## config.mk

```make
export PLATFORM = sky130hd
export DESIGN_NAME = sorted_otsu_grid_threshold_core
export DESIGN_NICKNAME = d
export VERILOG_FILES = /design/src/hdl/sogt_pkg.sv /design/src/hdl/sogt_mul.sv /design/src/hdl/sorted_otsu_grid_threshold_core.sv
export SDC_FILE = /design/constraint.sdc
export NUM_CORES = 2
export LEC_CHECK = 0
export BUFFER_PORTS_ARGS = -buffer_cell sky130_fd_sc_hd__buf_2
export CORE_ASPECT_RATIO = 2
export CORE_MARGIN = 3
export CORE_UTILIZATION = 35
export DETAILED_ROUTE_END_ITERATION = 6
export PLACE_DENSITY = 0.56
export SYNTH_ARGS = -nofsm -noshare
export SYNTH_HDL_FRONTEND = slang
export SYNTH_HIERARCHICAL = 1
export SYNTH_SLANG_ARGS = --single-unit
```

## constraint.sdc

```tcl
create_clock -name clock -period 10.78 [get_ports clock]
set_input_delay 0.539 -clock clock [delete_from_list [all_inputs] [get_ports clock]]
set_output_delay 0.539 -clock clock [all_outputs]
set_load 0.02 [all_outputs]
```

## src/hdl/sogt_pkg.sv

```systemverilog
// Shared widths and constants of the sorted grid threshold core.
package sogt_pkg;

   localparam int VALUE_BITS = 16;
   localparam int TOP_SPLITS = 50;
   localparam int GRID_SIDE  = 64;

   localparam int CELL_MAX  = GRID_SIDE * GRID_SIDE;
   localparam int CNT_W     = $clog2(CELL_MAX + 2);
   localparam int SUM_W     = $clog2(CELL_MAX) + VALUE_BITS;
   localparam int SPLIT_W   = $clog2(TOP_SPLITS + 1);
   localparam int PSUM_W    = VALUE_BITS + SPLIT_W;
   localparam int DIFF_W    = PSUM_W + CNT_W;
   localparam int DEN_W     = SPLIT_W + CNT_W;
   localparam int SQ_W      = 2 * DIFF_W;
   localparam int PROD_W    = SQ_W + DEN_W;
   localparam int MUL_Y_W   = DIFF_W;

   localparam logic [SUM_W-1:0] SUM_MAX =
      SUM_W'((64'(CELL_MAX)) * ((64'(1) << VALUE_BITS) - 64'(1)));

   typedef struct packed {
      logic                start;
      logic [PROD_W-1:0]   x;
      logic [MUL_Y_W-1:0]  y;
   } sogt_mul_req_type;

   typedef struct packed {
      logic                done;
      logic [PROD_W-1:0]   product;
   } sogt_mul_rsp_type;

endpackage

```

## src/hdl/sogt_mul.sv

```systemverilog
// Shift-and-add multiplier that retires one multiplier bit per cycle.
module sogt_mul import sogt_pkg::*; (
   input  logic             clock,
   input  logic             reset,
   input  sogt_mul_req_type req,
   output sogt_mul_rsp_type rsp
);

   logic                run_ff,  run_in;
   logic                done_ff, done_in;
   logic [PROD_W-1:0]   x_ff,    x_in;
   logic [MUL_Y_W-1:0]  y_ff,    y_in;
   logic [PROD_W-1:0]   acc_ff,  acc_in;

   always_comb begin
      run_in  = run_ff;
      done_in = 1'b0;
      x_in    = x_ff;
      y_in    = y_ff;
      acc_in  = acc_ff;
      if (req.start) begin
         run_in = 1'b1;
         x_in   = req.x;
         y_in   = req.y;
         acc_in = '0;
      end else if (run_ff) begin
         if (y_ff == '0) begin
            run_in  = 1'b0;
            done_in = 1'b1;
         end else begin
            if (y_ff[0]) begin
               acc_in = acc_ff + x_ff;
            end
            x_in = x_ff << 1;
            y_in = y_ff >> 1;
         end
      end
   end

   always_ff @(posedge clock) begin
      if (reset) begin
         run_ff  <= 1'b0;
         done_ff <= 1'b0;
      end else begin
         run_ff  <= run_in;
         done_ff <= done_in;
      end
      x_ff   <= x_in;
      y_ff   <= y_in;
      acc_ff <= acc_in;
   end

   assign rsp.done    = done_ff;
   assign rsp.product = acc_ff;

endmodule

```

## src/hdl/sorted_otsu_grid_threshold_core.sv

```systemverilog
// Top level: sorted insertion of cell counts and the sequenced split search.
//
// Cells are taken one per cycle while busy is low; an ordinary cell leaves busy low.
// The cell flagged last starts the split search, and busy stays high until the
// result strobe. Each split runs a step, six multiplies on one shared shift-and-add
// multiplier, each of which runs until its multiplier operand has shifted down to zero,
// and a compare; a full grid searches up to fifty splits. The result is shown for one
// cycle on rsp_valid and cannot be held off; after it the block is ready for a new grid.
module sorted_otsu_grid_threshold_core import sogt_pkg::*; (
   input  logic                  clock,
   input  logic                  reset,
   input  logic                  start,
   output logic                  busy,
   input  logic [VALUE_BITS-1:0] req_cell_count,
   input  logic                  req_last_cell,
   output logic                  rsp_valid,
   output logic [VALUE_BITS-1:0] rsp_threshold,
   output logic                  rsp_found
);

   localparam logic [2:0] ST_IDLE  = 3'd0;
   localparam logic [2:0] ST_STEP  = 3'd1;
   localparam logic [2:0] ST_ISSUE = 3'd2;
   localparam logic [2:0] ST_WAIT  = 3'd3;
   localparam logic [2:0] ST_CMP   = 3'd4;
   localparam logic [2:0] ST_OUT   = 3'd5;

   localparam logic [2:0] OP_A   = 3'd0;
   localparam logic [2:0] OP_B   = 3'd1;
   localparam logic [2:0] OP_DEN = 3'd2;
   localparam logic [2:0] OP_SQ  = 3'd3;
   localparam logic [2:0] OP_LHS = 3'd4;
   localparam logic [2:0] OP_RHS = 3'd5;

   logic [2:0]            state_ff;
   logic [2:0]            op_ff;
   logic [VALUE_BITS-1:0] top_ff [TOP_SPLITS];
   logic [VALUE_BITS-1:0] top_in [TOP_SPLITS];
   logic [SUM_W-1:0]      total_ff;
   logic [CNT_W-1:0]      nz_ff;
   logic [SUM_W-1:0]      total_in;
   logic [CNT_W-1:0]      nz_in;
   logic [CNT_W-1:0]      size_ff;
   logic [CNT_W-1:0]      sizew_ff;
   logic [SPLIT_W-1:0]    w_ff;
   logic [SPLIT_W-1:0]    limit_ff;
   logic [PSUM_W-1:0]     s_ff;
   logic [VALUE_BITS-1:0] cur_ff;
   logic [DIFF_W-1:0]     a_ff;
   logic [DIFF_W-1:0]     d_ff;
   logic [DEN_W-1:0]      den_ff;
   logic [SQ_W-1:0]       dsq_ff;
   logic [PROD_W-1:0]     lhs_ff;
   logic [PROD_W-1:0]     rhs_ff;
   logic [SQ_W-1:0]       bnsq_ff;
   logic [DEN_W-1:0]      bd_ff;
   logic [VALUE_BITS-1:0] bv_ff;
   logic                  found_ff;
   logic                  accept;
   logic [TOP_SPLITS-1:0] ins;
   logic [SUM_W-1:0]      rem;
   logic [DIFF_W-1:0]     pb;
   sogt_mul_req_type      mreq;
   sogt_mul_rsp_type      mrsp;

   assign busy   = (state_ff != ST_IDLE);
   assign accept = start && !busy;

   always_comb begin
      for (int i = 0; i < TOP_SPLITS; i++) begin
         ins[i] = top_ff[i] < req_cell_count;
      end
      for (int i = 0; i < TOP_SPLITS; i++) begin
         if (!ins[i]) begin
            top_in[i] = top_ff[i];
         end else if (i == 0) begin
            top_in[i] = req_cell_count;
         end else if (!ins[i-1]) begin
            top_in[i] = req_cell_count;
         end else begin
            top_in[i] = top_ff[i-1];
         end
      end
      nz_in    = nz_ff;
      total_in = total_ff;
      if (req_cell_count != '0) begin
         if (nz_ff < CNT_W'(CELL_MAX)) begin
            nz_in = nz_ff + 1'b1;
         end
         if ((SUM_MAX - total_ff) < SUM_W'(req_cell_count)) begin
            total_in = SUM_MAX;
         end else begin
            total_in = total_ff + SUM_W'(req_cell_count);
         end
      end
   end

   always_comb begin
      rem        = (total_ff >= SUM_W'(s_ff)) ? (total_ff - SUM_W'(s_ff)) : '0;
      mreq.start = (state_ff == ST_ISSUE);
      mreq.x     = '0;
      mreq.y     = '0;
      unique case (op_ff)
         OP_A: begin
            mreq.x = PROD_W'(s_ff);
            mreq.y = MUL_Y_W'(sizew_ff);
         end
         OP_B: begin
            mreq.x = PROD_W'(w_ff);
            mreq.y = MUL_Y_W'(rem);
         end
         OP_DEN: begin
            mreq.x = PROD_W'(w_ff);
            mreq.y = MUL_Y_W'(sizew_ff);
         end
         OP_SQ: begin
            mreq.x = PROD_W'(d_ff);
            mreq.y = d_ff;
         end
         OP_LHS: begin
            mreq.x = PROD_W'(dsq_ff);
            mreq.y = MUL_Y_W'(bd_ff);
         end
         OP_RHS: begin
            mreq.x = PROD_W'(bnsq_ff);
            mreq.y = MUL_Y_W'(den_ff);
         end
         default: begin
            mreq.x = '0;
            mreq.y = '0;
         end
      endcase
   end

   assign pb = mrsp.product[DIFF_W-1:0];

   sogt_mul u_mul (
      .clock (clock),
      .reset (reset),
      .req   (mreq),
      .rsp   (mrsp)
   );

   always_ff @(posedge clock) begin
      if (reset) begin
         state_ff <= ST_IDLE;
         op_ff    <= OP_A;
         total_ff <= '0;
         nz_ff    <= '0;
         found_ff <= 1'b0;
         for (int i = 0; i < TOP_SPLITS; i++) begin
            top_ff[i] <= '0;
         end
      end else begin
         unique case (state_ff)
            ST_IDLE: begin
               if (accept) begin
                  top_ff   <= top_in;
                  total_ff <= total_in;
                  nz_ff    <= nz_in;
                  if (req_last_cell) begin
                     size_ff  <= nz_in + 1'b1;
                     limit_ff <= (nz_in < CNT_W'(TOP_SPLITS)) ?
                                 nz_in[SPLIT_W-1:0] : SPLIT_W'(TOP_SPLITS);
                     w_ff     <= SPLIT_W'(1);
                     s_ff     <= '0;
                     bnsq_ff  <= '0;
                     bd_ff    <= DEN_W'(1);
                     bv_ff    <= '0;
                     found_ff <= 1'b0;
                     state_ff <= (nz_in == '0) ? ST_OUT : ST_STEP;
                  end
               end
            end
            ST_STEP: begin
               s_ff     <= s_ff + PSUM_W'(top_ff[0]);
               cur_ff   <= top_ff[0];
               for (int i = 0; i < TOP_SPLITS - 1; i++) begin
                  top_ff[i] <= top_ff[i+1];
               end
               top_ff[TOP_SPLITS-1] <= '0;
               sizew_ff <= size_ff - CNT_W'(w_ff);
               op_ff    <= OP_A;
               state_ff <= ST_ISSUE;
            end
            ST_ISSUE: begin
               state_ff <= ST_WAIT;
            end
            ST_WAIT: begin
               if (mrsp.done) begin
                  unique case (op_ff)
                     OP_A:    a_ff   <= pb;
                     OP_B:    d_ff   <= (a_ff >= pb) ? (a_ff - pb) : (pb - a_ff);
                     OP_DEN:  den_ff <= mrsp.product[DEN_W-1:0];
                     OP_SQ:   dsq_ff <= mrsp.product[SQ_W-1:0];
                     OP_LHS:  lhs_ff <= mrsp.product;
                     OP_RHS:  rhs_ff <= mrsp.product;
                     default: a_ff   <= a_ff;
                  endcase
                  if (op_ff == OP_RHS) begin
                     state_ff <= ST_CMP;
                  end else begin
                     op_ff    <= op_ff + 1'b1;
                     state_ff <= ST_ISSUE;
                  end
               end
            end
            ST_CMP: begin
               if (lhs_ff > rhs_ff) begin
                  bnsq_ff  <= dsq_ff;
                  bd_ff    <= den_ff;
                  bv_ff    <= cur_ff;
                  found_ff <= 1'b1;
               end
               if (w_ff == limit_ff) begin
                  state_ff <= ST_OUT;
               end else begin
                  w_ff     <= w_ff + 1'b1;
                  state_ff <= ST_STEP;
               end
            end
            ST_OUT: begin
               for (int i = 0; i < TOP_SPLITS; i++) begin
                  top_ff[i] <= '0;
               end
               total_ff <= '0;
               nz_ff    <= '0;
               state_ff <= ST_IDLE;
            end
            default: begin
               state_ff <= ST_IDLE;
            end
         endcase
      end
   end

   assign rsp_valid     = (state_ff == ST_OUT);
   assign rsp_found     = found_ff;
   assign rsp_threshold = found_ff ? bv_ff : '0;

endmodule

```

==> metrics.txt <==
status=finished, final reports clean; smallest setup slack after layout=5320 ps; clk_skew=107 ps; Rel. slew slack=2.20%; Post-layout nets=12155; DPL Wire Length=318000 µm; Leak=47.9 nW; H-Tree Depth=4; worst reg-to-reg setup slack=5320 ps; antenna violations before repair=34; hold_buf cts=0; routed vias=93799; Post-synth top flop=dfxtp_1; GRT overflow=0; post-route minimum period=5460 ps; crit end category=register; io pins=39; Fin Setup TNS=0 ps; CTS Buf Count=168; Fin Hold WS=92.9 ps; final-report max-slew violation count=0; crit start category=register; Mapped Cells=11453; peak supply drop=129 µV; most frequent cells in the layout=nor2_1, ha_1, dfxtp_1, a21oi_1, edfxtp_1; Synth warnings=6; register area share after synthesis=36.1%; R2R cell count=14; DRT Pass-1 Iters=6; Area Overhead vs Synth=8.74%; final antenna-violating net count=0; power per cell area=203 nW/µm²; flops & latches, synth=1581; delay of the slowest critical-path stage=630 ps; Hold Path Class=in2reg; MaxCap Viol Count=0; cell area after layout=115000 µm²; Port Buf Inserts=38; Core ar.=300000 µm²; clk root buf=clkbuf_16; Total GRT Usage=27.7%; DP Area=109000 µm²; total setup buffers inserted after CTS=0; slowest CP cell=o21ai_1; CTS Buffer Depth=4; clock latency on the worst-skew pair=920 ps; Worst Hold Depth=2; Die ar.=309000 µm²; worst path required time=11480 ps; Post-synth EDFFs=642; RSZ-0062 raised after global routing=no; Vias/cell=6.16; non-filler instance count after layout=15219; Post-Route WL=446000 µm; number of global-route vias before repair=93407; die height=783 µm; Final Hold Viols=0; TritonCTS clock tree=done; crit-path cells=ha_1 -> fa_1 -> a211oi_2 -> o211ai_2 -> a311oi_2 -> a21oi_1 -> o21ai_1 -> o211ai_2 -> o221ai_4 -> o21bai_4 -> a221oi_2 -> a21oi_2 -> mux2_4 -> mux2_4; ys async rst share=0%; CTS sink cnt=1581; post-CTS resize count=0; DRC violations left=0; Final setup viols=0; fraction of the cycle the final worst path needs=50.6%; crit path DAT=6160 ps; CP max FO=9; Rows=284; netlist area before placement=106000 µm²; mean area per synthesized cell=9.21 µm²; min-delay src=reset; commonest non-fill, non-tap cell in the layout=nor2_1; Place WS=4910 ps; Worst Hold Path EP=top_ff[364]$_SDFFE_PP0P_; dpl cells=14880; WL/cell=29.3 µm; fraction of layout cells with a size suffix above 1=11.6%; CTS clk-pin slew, worst paths=60 ps; Slew @ Worst Pin=1460 ps; Crit Path Category=reg2reg; library cells used by synthesis=115; starting density of the core=35.2%; Fmax achieved=183 MHz; R2R Path End=u_mul/acc_ff[88]$_SDFFE_PP0P_; routability congestion estimate from global placement=1.04; 1st-iter DRT viols=7447; worst r2r src=u_mul/acc_ff[0]$_SDFFE_PP0P_; first-pass GRT wire length=639000 µm; Chip Width=394 µm; largest net degree at the start of global routing=187
-- worst max-delay path, delay by kind of cell, from the launching register on --
family,cells,cell delay [ps]
multiplexers,2,620
AO/OA/AOI/OAI,10,3540
adder cells (fa/ha/maj),2,730
flip-flops,1,450
-- metal layers --
| layer | GRT usage [%] | vias to the layer above | routed length (µm) |
|---|---|---|---|
| li1 | - | 42486 | - |
| met1 | 25.1 | 45433 | 140000 |
| met2 | 50.0 | 4040 | 225000 |
| met3 | 4.78 | 1838 | 23800 |
| met4 | 30.0 | 2 | 56800 |
| met5 | 0 | - | 17 |
-- power breakdown --
group	internal, mW	leakage (nW)	switching (mW)
clock network	3.33	2.65	2.70
registers	7.19	13.7	1.53
logic	3.35	31.6	5.17
-- Yosys cell counts (all sizes together) (19+ instances only) --
master | count | area (µm²)
a2111oi | 31 | 355
a211o | 24 | 210
a211oi | 599 | 4730
a21o | 524 | 3940
a21oi | 737 | 3830
a221oi | 211 | 1960
a222oi | 30 | 300
a22oi | 464 | 3480
a311oi | 133 | 1180
a31oi | 152 | 957
and2 | 49 | 307
and3 | 147 | 920
buf | 209 | 1130
clkbuf | 637 | 2390
dfxtp | 939 | 18800
edfxtp | 642 | 19300
ha | 1082 | 13500
inv | 392 | 1470
mux2 | 603 | 6800
mux2i | 87 | 871
nand2 | 585 | 2200
nand2b | 76 | 475
nand3 | 207 | 1040
nand4 | 194 | 1220
nor2 | 1261 | 4740
nor2b | 40 | 250
nor3 | 277 | 1420
nor4 | 70 | 459
o211ai | 19 | 153
o21a | 41 | 309
o21ai | 478 | 2440
o21bai | 66 | 526
or3 | 22 | 144
xnor2 | 123 | 1090
xor2 | 79 | 692
-- through the flow --
step | total power [mW] | util (%)
floorplan | 14.1 | -
global placement | 17.0 | 36.5
detailed placement | 17.1 | 36.5
CTS | 23.2 | 38.3
global route | 24.4 | 38.3
finish | 23.3 | 38.3
-- logic make-up (layout without fill, tap and decap cells) --
logic type      after synthesis  after routing  synth area share [%]
buf+inv                    1253            957                  4.78
flops                      1581           1581                  36.1
fa+ha+maj                  1089           1089                  13.0
simple gates               2996           2996                  13.0
xor+xnor                    202            202                  1.69
mux                         690            690                  7.27
other cells                   1             59               0.00355
compound gates             3641           3641                  24.2
-- sequential cells by signal, summed over array words and instances (netlist names), 16 cells and up --
| register | count |
|---|---|
| den_ff | 19 |
| a_ff | 35 |
| u_mul/acc_ff | 89 |
| total_ff | 28 |
| bnsq_ff | 70 |
| top_ff | 800 |
| bv_ff | 16 |
| cur_ff | 16 |
| d_ff | 35 |
| dsq_ff | 70 |
| u_mul/x_ff | 89 |
| s_ff | 22 |
| u_mul/y_ff | 35 |
| lhs_ff | 89 |
| bd_ff | 19 |
| rhs_ff | 89 |
-- final cells by class --
type                    count  area, µm²
clock buffers             236       4740
fillers                 29768     185000
clock inverters            63        673
repair buffers            251       1860
diodes                     40        100
flip-flops and latches   1581      38100
inverters                 407       1560
well taps                4004       5010
multi-input cells        8637      62700
-- how the worst max path moves through the flow --
| stage | start | to |
|---|---|---|
| 2_1_floorplan | lhs_ff[88]$_DFFE_PP_ | bd_ff[0]$_SDFFCE_PN1P_ |
| 3_3_place_gp | req_cell_count[1] | top_ff[715]$_SDFFE_PP0P_ |
| 3_5_place_dp | req_cell_count[1] | top_ff[55]$_SDFFE_PP0P_ |
| 4_1_cts | u_mul/acc_ff[0]$_SDFFE_PP0P_ | u_mul/acc_ff[88]$_SDFFE_PP0P_ |
| 5_1_grt | u_mul/acc_ff[1]$_SDFFE_PP0P_ | u_mul/acc_ff[85]$_SDFFE_PP0P_ |
| 6_report | u_mul/acc_ff[0]$_SDFFE_PP0P_ | u_mul/acc_ff[88]$_SDFFE_PP0P_ |
(Power assumes the default switching activity.)
